===== config.mk =====
export PLATFORM = sky130hd
export DESIGN_NAME = hwrl_ctrl
export DESIGN_NICKNAME = d
export VERILOG_FILES = /design/src/hw/rtl/hwrl_pkg.sv /design/src/hw/rtl/hwrl_ctrl.sv
export SDC_FILE = /design/constraint.sdc
export NUM_CORES = 1
export LEC_CHECK = 0
export BUFFER_PORTS_ARGS = -buffer_cell sky130_fd_sc_hd__clkbuf_2
export CAP_MARGIN = 15
export CORE_AREA = 2 2 39 41
export DETAILED_ROUTE_END_ITERATION = 8
export DIE_AREA = 0 0 41 43
export PLACE_DENSITY = 0.68
export REMOVE_ABC_BUFFERS = 1
export SLEW_MARGIN = 20
export SYNTH_ARGS = -nofsm -noshare
export SYNTH_HDL_FRONTEND = slang
export SYNTH_SLANG_ARGS = --single-unit

===== constraint.sdc =====
create_clock -name clock -period 1.52 [get_ports clock]
set_input_delay 0.228 -clock clock [delete_from_list [all_inputs] [get_ports clock]]
set_output_delay 0.228 -clock clock [all_outputs]
set_load 0.02 [all_outputs]

===== src/hw/rtl/hwrl_pkg.sv =====
// Package for the hopped-window RMS level meter.
// Holds shared constants, register indexes and the controller/datapath command and status types.
// Depends on nothing.
package hwrl_pkg;

   // Default values for the top-level parameters.
   localparam int WINDOW_MAX_DEFAULT  = 256;
   localparam int POWER_WIDTH_DEFAULT = 32;

   // Fixed field widths.
   localparam int POWER_PORT_WIDTH = 32;
   localparam int WINDOW_WIDTH     = 9;
   localparam int HOP_WIDTH        = 16;
   localparam int INDEX_WIDTH      = 32;
   localparam int LEVEL_WIDTH      = 16;
   localparam int SEEN_WIDTH       = 32;
   localparam int START_WIDTH      = 48;
   localparam int COUNT_WIDTH      = 7;
   localparam int CSR_DATA_WIDTH   = 16;
   localparam int CSR_INDEX_WIDTH  = 1;

   // Most items one input item may cause.
   localparam int MAX_RESULTS = 64;

   // Register indexes.
   localparam logic [CSR_INDEX_WIDTH-1:0] CSR_WINDOW_SAMPLES = 1'b0;
   localparam logic [CSR_INDEX_WIDTH-1:0] CSR_HOP_SAMPLES    = 1'b1;

   // Register reset values.
   localparam logic [WINDOW_WIDTH-1:0] WINDOW_RESET = 9'd256;
   localparam logic [HOP_WIDTH-1:0]    HOP_RESET    = 16'd1;

   // Commands from the controller to the datapath.
   typedef struct packed {
      logic accept;      // latch the input item, read the leaving sample
      logic update;      // update ring, sum and counters
      logic advance;     // step the hop phase
      logic lvl_sum;     // start a level on the running sum
      logic sum_start;   // start summing a flushed window from the ring
      logic lvl_acc;     // start a level on the flushed window sum
      logic take;        // store a finished level as a result
      logic finish;      // send the held result and close the item
   } hwrl_cmd_type;

   // Status from the datapath to the controller.
   typedef struct packed {
      logic win_due;
      logic flush_more;
      logic sum_done;
      logic lvl_done;
      logic out_free;
      logic pend_valid;
      logic eor;
   } hwrl_status_type;

endpackage


===== src/hw/rtl/hwrl_ctrl.sv =====
// Controller: sequences one sample item through update, window level and record flush.
// Depends on hwrl_pkg.
module hwrl_ctrl
   import hwrl_pkg::*;
(
   input  logic            clock,
   input  logic            reset,
   input  logic            in_valid,
   output logic            in_ready,
   input  hwrl_status_type status,
   output hwrl_cmd_type    cmd
);

   typedef enum logic [3:0] {
      ST_IDLE, ST_RDOLD, ST_UPD, ST_CHK, ST_LVL_N, ST_EMIT_N,
      ST_FCHK, ST_FSUM, ST_LVL_F, ST_EMIT_F, ST_FIN
   } ctrl_state_type;

   ctrl_state_type state_ff;
   ctrl_state_type state_in;
   logic           slot_ok;

   assign slot_ok  = !status.pend_valid || status.out_free;
   assign in_ready = (state_ff == ST_IDLE);

   // Next state and commands.
   always_comb begin
      state_in = state_ff;
      cmd      = '0;
      case (state_ff)
         ST_IDLE: begin
            if (in_valid) begin
               cmd.accept = 1'b1;
               state_in   = ST_RDOLD;
            end
         end
         ST_RDOLD: state_in = ST_UPD;
         ST_UPD: begin
            cmd.update = 1'b1;
            state_in   = ST_CHK;
         end
         ST_CHK: begin
            cmd.advance = 1'b1;
            if (status.win_due) begin
               cmd.lvl_sum = 1'b1;
               state_in    = ST_LVL_N;
            end else begin
               state_in = status.eor ? ST_FCHK : ST_FIN;
            end
         end
         ST_LVL_N: begin
            if (status.lvl_done) begin
               state_in = ST_EMIT_N;
            end
         end
         ST_EMIT_N: begin
            if (slot_ok) begin
               cmd.take = 1'b1;
               state_in = status.eor ? ST_FCHK : ST_FIN;
            end
         end
         ST_FCHK: begin
            if (status.flush_more) begin
               cmd.sum_start = 1'b1;
               state_in      = ST_FSUM;
            end else begin
               state_in = ST_FIN;
            end
         end
         ST_FSUM: begin
            if (status.sum_done) begin
               cmd.lvl_acc = 1'b1;
               state_in    = ST_LVL_F;
            end
         end
         ST_LVL_F: begin
            if (status.lvl_done) begin
               state_in = ST_EMIT_F;
            end
         end
         ST_EMIT_F: begin
            if (slot_ok) begin
               cmd.take = 1'b1;
               state_in = ST_FCHK;
            end
         end
         ST_FIN: begin
            if (slot_ok) begin
               cmd.finish = 1'b1;
               state_in   = ST_IDLE;
            end
         end
         default: state_in = ST_IDLE;
      endcase
   end

   // State register.
   always_ff @(posedge clock) begin
      if (reset) begin
         state_ff <= ST_IDLE;
      end else begin
         state_ff <= state_in;
      end
   end

endmodule


==> impl_summary.txt, run 1 <==
----------------------------------------------------
[Detailed routing]
  Vias ... 618
  Remaining DRCs ... 0
  Average via count per standard cell ... 5.24
  Starting DRT DRC Count ... 15
  Routed Wire Length ... between 1500 and 2000 µm
  Antenna violation net count after detailed routing ... 0
  Pre-antenna DRT Iters ... 4
  Detailed-route wire length per cell ... between 10 and 15 µm

[Global routing]
  Number of global-route vias before repair ... 551
  Global routing usage on met1 ... 24.9%
  Pin count of the biggest net entering global routing ... 9
  GR Util met2 ... 32.5%
  Global-route wire length before repair ... 2420 µm
  Overall Global Routing Usage ... 19.4%
  Met3 Use GR ... 4.71%
  Number of antenna violations at the first check in global routing ... 0
  GRT Max-Usage Layer ... met2
  GRT overflow ... 0

[Worst setup path]
  CP max FO ... 6
  Kind of end point of the critical path ... register
  Worst-path cell with the longest stage delay ... sky130_fd_sc_hd__or4b_4
  Data arrival time at the worst-slack endpoint ... 1.69 ns
  Largest incremental delay on the critical path ... 0.54 ns
  Ordered list of cells on the worst path ... or4b_4 -> o2bb2ai_4 -> or3_4 -> mux2_4
  CP Data Required Time ... 1.64 ns
  Buffers and inverters on the worst path ... 0
  Critical path start-end classification ... register to register
  CP top delay family ... simple AND/OR/NAND/NOR gates
  Startpoint Class ... register

[Clocking]
  Maximum count of clock buffers along a single path ... 2
  TritonCTS Sinks ... 4
  Clock-pin slew on the worst setup and hold paths ... roughly 0.04 ns
  Number of buffers added by the clock tree synthesis step ... 3
  Number of hold-repair buffers added at the cts stage ... 0
  H-Tree Level Count ... 1
  Clock tree root buffer cell ... sky130_fd_sc_hd__clkbuf_4
  Clock tree from TritonCTS ... yes
  Source-to-sink clock delay at the later pin of the worst-skew pair ... 0.23 ns

[Pwr]
  Relative contribution of combinational cells to total power ... 76.3%
  Power per cell area ... about 1600 mW/mm²
  Static leakage ... 0.395 nW
  Net Sw Frac ... 42.9%
  Clock share of power ... under 10%
  Relative contribution of sequential cells to total power ... 14.4%
  Net Switching ... between 0.0006 and 0.0007 W
  VDD IR-drop max ... 0.000682 V
  Cell-internal power ... 0.000825 W
  Overall Power ... 0.00145 W

[Timing]
  Final setup violating endpoints ... 4
  Clk_skew ... 0.000107 ns
  Final worst-path setup slack ... -0.0546 ns
  Max-slew violation count ... 0
  Slew @ Worst Pin ... 0.379 ns
  Maximum clock frequency ... 635 MHz
  Final Hold Vio Count ... 0
  Relative slew margins ... 74.5%
  RSZ-0062 raised after global routing ... true
  Tmin final ... 1.57 ns
  Portion of the clock cycle consumed by the worst path in the final layout ... 104%

[Synth]
  Largest area contributor in the synthesized netlist ... sky130_fd_sc_hd__dfxtp_1
  Multiplexer area fraction after synthesis ... slightly below 7%
  Share of Yosys cell area claimed by the top area cell type ... 15.5%
  Top flip-flop cell by instance count after synthesis ... sky130_fd_sc_hd__dfxtp_1
  Post-synth cell types ... 35
  Avg Inst Size Synth ... 7.58 µm²
  Adder and majority gate portion of the synthesized area ... 0%
  Post-synthesis xor/xnor area fraction ... under 10%
  Number of warning messages in the yosys log ... 0
  Area fraction in compound gates after synthesis ... 19.2%
  Largest family of logic cells by synthesized area ... simple AND/OR/NAND/NOR gates
  Portion of the post-synthesis area used by sequential elements ... 15.5%
  Mapped Area ... approximately 520 µm²
  Share of flip-flops with an asynchronous set or reset ... 0%
  Cells after synthesis ... 68
  Synthesis-stage register bit count ... 4
  Number of synthesized flops with an enable pin ... 0
  Post-synthesis share of cell area spent on and, or, nand and nor gates ... 48.1%
  Leading cell types by total area after synthesis ... sky130_fd_sc_hd__dfxtp_1 (16%), sky130_fd_sc_hd__nor2b_1 (7.3%), sky130_fd_sc_hd__nand2b_1 (6.1%)

[Finish]
  Post-route design area ... 888 µm²
  Growth of design area from synthesis to finish ... 72.3%
  Flip-flop count of the largest register, all copies and words added ... 4
  Leading cell types in the layout, fill and taps excluded ... sky130_fd_sc_hd__buf_4 (18), sky130_fd_sc_hd__clkbuf_2 (12), sky130_fd_sc_hd__nor2_1 (6), sky130_fd_sc_hd__nor2b_1 (6), sky130_fd_sc_hd__buf_6 (5)
  Antenna cell count ... 0
  Largest registers ... state_ff: 4 flops
  Register with the most flip-flops ... state_ff
  Final cell count without fillers ... 118
  Final-stage net count ... 114
  Share of layout cells above drive strength 1 ... 58.8%
  Leading cell type in the layout, fill and taps excluded ... sky130_fd_sc_hd__buf_4

[Floorplan]
  Die area ... 0.00176 mm²
  I/O pin count ... 19
  Die Ht ... ~43 µm
  Number of cell rows ... 14
  Chip width ... slightly above 40 µm
  Placeable core area ... around 0.0014 mm²
  Starting density of the core ... 37.3%

[Min path]
  HP Class ... input port to register

[Placed design]
  DP Worst Slack ... -0.114 ns
  Placer congestion estimate ... 0.836
  Placed inst area ... 693 µm²
  Number of I/O port buffers ... 18
  Placed cells ... 111
  Post-detailed-placement half-perimeter wirelength ... 1060 µm

[Outcome]
  Violations in the final reports ... setup timing
  Outcome ... finished with violations

[Job]
  MaxCap Viol Count ... 0

----------------------------------------------------
-- synthesized netlist by cell type (2+ instances only) --
| master | count |
|---|---|
| sky130_fd_sc_hd__nor2b_1 | 6 |
| sky130_fd_sc_hd__nand2b_1 | 5 |
| sky130_fd_sc_hd__inv_1 | 2 |
| sky130_fd_sc_hd__mux2i_1 | 2 |
| sky130_fd_sc_hd__clkbuf_1 | 2 |
| sky130_fd_sc_hd__buf_6 | 2 |
| sky130_fd_sc_hd__dfxtp_1 | 4 |
| sky130_fd_sc_hd__nor3_1 | 3 |
| sky130_fd_sc_hd__nand2_1 | 3 |
| sky130_fd_sc_hd__nand3_1 | 4 |
| sky130_fd_sc_hd__nor2_1 | 8 |
| sky130_fd_sc_hd__o21ai_0 | 3 |
| sky130_fd_sc_hd__and2_1 | 2 |
-- area by class of cell --
class                   count  area, µm²
multi-input cells          57        482
well taps                  16       20.0
repair buffers             36        267
inverters                   2       7.51
clock buffers               3       22.5
fillers                   121        495
flip-flops and latches      4       90.1
-- worst paths after layout --
check,startpoint,to,slack (ns),cells after the start
max,state_ff[2],state_ff[3],-0.05,4
min,reset,state_ff[1],0.25,2
max reg2reg,state_ff[2],state_ff[3],-0.05,4
min reg2reg,state_ff[0],state_ff[0],0.67,3
-- stage by stage --
| stage | utilization, % | hold slack [ns] | setup TNS, ns |
|---|---|---|---|
| 2_1_floorplan | - | 0.300 | -0.398 |
| 4_1_cts | 60.6 | 0.254 | -0.134 |
| 5_1_grt | 64.2 | 0.275 | -0.442 |
| 3_3_place_gp | 50.1 | 0.501 | -0.0929 |
| 6_report | 64.2 | 0.253 | -0.103 |
| 3_5_place_dp | 50.1 | 0.501 | -0.149 |
-- what timing repair did --
action                     4_1_cts  5_1_grt
hold endpoints to repair         0        0
setup buffers                    3        1
pin swaps                        6        2
setup endpoints to repair        9        9
gates resized for setup         25       13
-- layer usage --
layer | share of wire [%] | vias to the layer above
li1 | - | 315
met1 | 45 | 287
met2 | 51 | 14
met3 | 4.3 | 2
met4 | 0.59 | 0
met5 | 0 | -
-- cell families after synthesis --
kind of cell | Yosys count
AND/OR/NAND/NOR | 41
AO/OA/AOI/OAI | 12
buffers and inverters | 7
flip-flops | 4
multiplexers | 3
XOR/XNOR | 1
-- power by group through the flow --
stage / clock network [W] / registers (W) / logic, W
floorplan: 0 / 0.000235 / 0.000422
global placement: 0 / 0.000185 / 0.000796
detailed placement: 0 / 0.000189 / 0.000801
CTS: 0.000136 / 0.000201 / 0.000983
global route: 0.000145 / 0.000216 / 0.00120
finish: 0.000134 / 0.000209 / 0.00110
Power figures use the tool's default switching activity.
==> inputs of run 2 (changes only) <==
--- a/config.mk
+++ b/config.mk
@@ -7,9 +7,9 @@
 export LEC_CHECK = 0
 export BUFFER_PORTS_ARGS = -buffer_cell sky130_fd_sc_hd__clkbuf_2
 export CAP_MARGIN = 15
-export CORE_AREA = 2 2 39 41
+export CORE_AREA = 8 8 45 47
 export DETAILED_ROUTE_END_ITERATION = 8
-export DIE_AREA = 0 0 41 43
+export DIE_AREA = 0 0 53 55
 export PLACE_DENSITY = 0.68
 export REMOVE_ABC_BUFFERS = 1
 export SLEW_MARGIN = 20
==> run 2 against run 1 <==
- the flow still finishes with violations (setup timing)
- clock-buffer cell count did not move
- largest power group unchanged
- clock skew rose by 0.013 ns
- largest cell class unchanged
- highest routed layer is now met3
- critical path type unchanged
- routed wire length rose by 13%
- combinational power rose by 6%
- clock power barely moved
- fmax fell by 2.2%
==> impl_summary.txt, run 2 (synthesis results as in run 1) <==
----------------------------------------------------
[Outcome]
  Outcome ... finished with violations
  Violations in the final reports ... setup timing

[Timing]
  Final worst-path setup slack ... -0.0901 ns
  Final Hold Vio Count ... 0
  Max-slew violation count ... 0
  Slew @ Worst Pin ... 0.308 ns
  Tmin final ... 1.61 ns
  Portion of the clock cycle consumed by the worst path in the final layout ... 106%
  Setup total negative slack ... -0.187 ns
  Maximum clock frequency ... 621 MHz
  Clk_skew ... 0.0127 ns
  Final setup violating endpoints ... 6
  RSZ-0062 raised after global routing ... true
  Relative slew margins ... 78.9%

[Clocking]
  TritonCTS Sinks ... 4
  Clock tree from TritonCTS ... yes
  Number of hold-repair buffers added at the cts stage ... 0
  H-Tree Level Count ... 1
  Clock-pin slew on the worst setup and hold paths ... approximately 0.050 ns
  Clock tree root buffer cell ... sky130_fd_sc_hd__clkbuf_4
  Maximum count of clock buffers along a single path ... 2
  Source-to-sink clock delay at the later pin of the worst-skew pair ... around 0.24 ns
  Number of buffers added by the clock tree synthesis step ... 3

[Detailed routing]
  Pre-antenna DRT Iters ... 4
  Antenna violation net count after detailed routing ... 0
  Remaining DRCs ... 0
  Vias ... 638
  Detailed-route wire length per cell ... 14.7 µm
  Routed Wire Length ... 1740 µm
  Starting DRT DRC Count ... 17
  Average via count per standard cell ... 5.36

[Global routing]
  Number of global-route vias before repair ... around 700
  GRT overflow ... 0
  Overall Global Routing Usage ... 12.7%
  Global routing usage on met1 ... about an eighth
  Met3 Use GR ... 3.21%
  GR Util met2 ... between 20% and 30%
  Pin count of the biggest net entering global routing ... 12
  Number of antenna violations at the first check in global routing ... 0
  GRT Max-Usage Layer ... met2
  Global-route wire length before repair ... 2880 µm

[Placed design]
  Post-detailed-placement half-perimeter wirelength ... 1290 µm
  Placer congestion estimate ... approximately 0.8
  Placed cells ... approximately 110
  Number of I/O port buffers ... 18

[Worst setup path]
  CP max FO ... 6
  Critical path start-end classification ... register to register
  Reg-to-reg setup timing slack ... -0.09 ns
  Kind of end point of the critical path ... register
  CP Data Required Time ... 1.63 ns
  Startpoint Class ... register
  Data arrival time at the worst-slack endpoint ... 1.72 ns

[Min path]
  HP Class ... input port to register

[Floorplan]
  Number of cell rows ... 14
  Chip width ... 53 µm
  Placeable core area ... 0.00138 mm²
  Die area ... 0.00292 mm²
  I/O pin count ... 19
  Starting density of the core ... a little under two fifths
  Die Ht ... 55 µm

[Pwr]
  Static leakage ... between 0.4 and 0.5 nW
  VDD IR-drop max ... ~0.00075 V
  Power per cell area ... about 1700 mW/mm²

[Finish]
  Leading cell type in the layout, fill and taps excluded ... sky130_fd_sc_hd__buf_4
  Final cell count without fillers ... 119
  Flip-flop count of the largest register, all copies and words added ... 4
  Share of layout cells above drive strength 1 ... 59.2%
  Largest registers ... state_ff: 4 flops
  Antenna cell count ... 0
  Register with the most flip-flops ... state_ff
  Final-stage net count ... 115
  Leading cell types in the layout, fill and taps excluded ... sky130_fd_sc_hd__buf_4 (18), sky130_fd_sc_hd__clkbuf_2 (12), sky130_fd_sc_hd__nor2_1 (6), sky130_fd_sc_hd__nor2b_1 (6), sky130_fd_sc_hd__buf_6 (5)
  Growth of design area from synthesis to finish ... 74.8%

[Job]
  MaxCap Viol Count ... 0

----------------------------------------------------
run 2: metrics by stage:
stage / setup WS, ns / area [µm²] / utilization (%) / hold WS (ns) / total power (W)
3_3_place_gp: -0.0944 / 701 / 50.6 / 0.511 / 0.000986
5_1_grt: -0.115 / 901 / 65.1 / 0.285 / 0.00161
2_1_floorplan: -0.236 / 478 / - / 0.300 / 0.000657
6_report: -0.0901 / 901 / 65.1 / 0.269 / 0.00152
3_5_place_dp: -0.165 / 701 / 50.6 / 0.514 / 0.00101
4_1_cts: -0.0820 / 818 / 59.1 / 0.275 / 0.00135
run 2: repair_timing:
action,in CTS,in global routing
resized for setup,20,20
setup buffers,1,3
endpoints found under the setup margin,10,9
pin swaps,2,5
run 2: path summary, 6_finish.rpt:
check                    from           to  cells after the start
setup reg to reg  state_ff[0]  state_ff[3]                      4
hold reg to reg   state_ff[2]  state_ff[0]                      3
setup / recovery  state_ff[0]  state_ff[3]                      4
hold / removal          reset  state_ff[1]                      2
run 2: power breakdown:
part	switching, W	internal, W	total, W
logic	0.000543	0.000627	0.00117
clock network	0.0000471	0.0000886	0.000136
registers	0.0000584	0.000155	0.000213
total	0.000649	0.000871	0.00152
run 2: worst max-delay path, stage by stage (launching register included):
cell	delay [ns]
sky130_fd_sc_hd__dfxtp_2	0.34
sky130_fd_sc_hd__or4b_4	0.54
sky130_fd_sc_hd__o2bb2ai_4	0.16
sky130_fd_sc_hd__or3_4	0.15
sky130_fd_sc_hd__mux2_4	0.29
run 2: area by class of cell:
class	instances	area (µm²)
repair buffers	37	282
flip-flops and latches	4	90.1
clock buffers	3	22.5
multi-input cells	57	479
fillers	120	483
well taps	16	20.0
inverters	2	7.51
run 2: per-layer routing:
metal / up-vias / routed length, µm / share of wire, %
met4: 0 / 0 / 0
li1: 315 / - / -
met3: 0 / 74 / 4.2
met5: - / 0 / 0
met2: 15 / 948 / 54
met1: 308 / 721 / 41
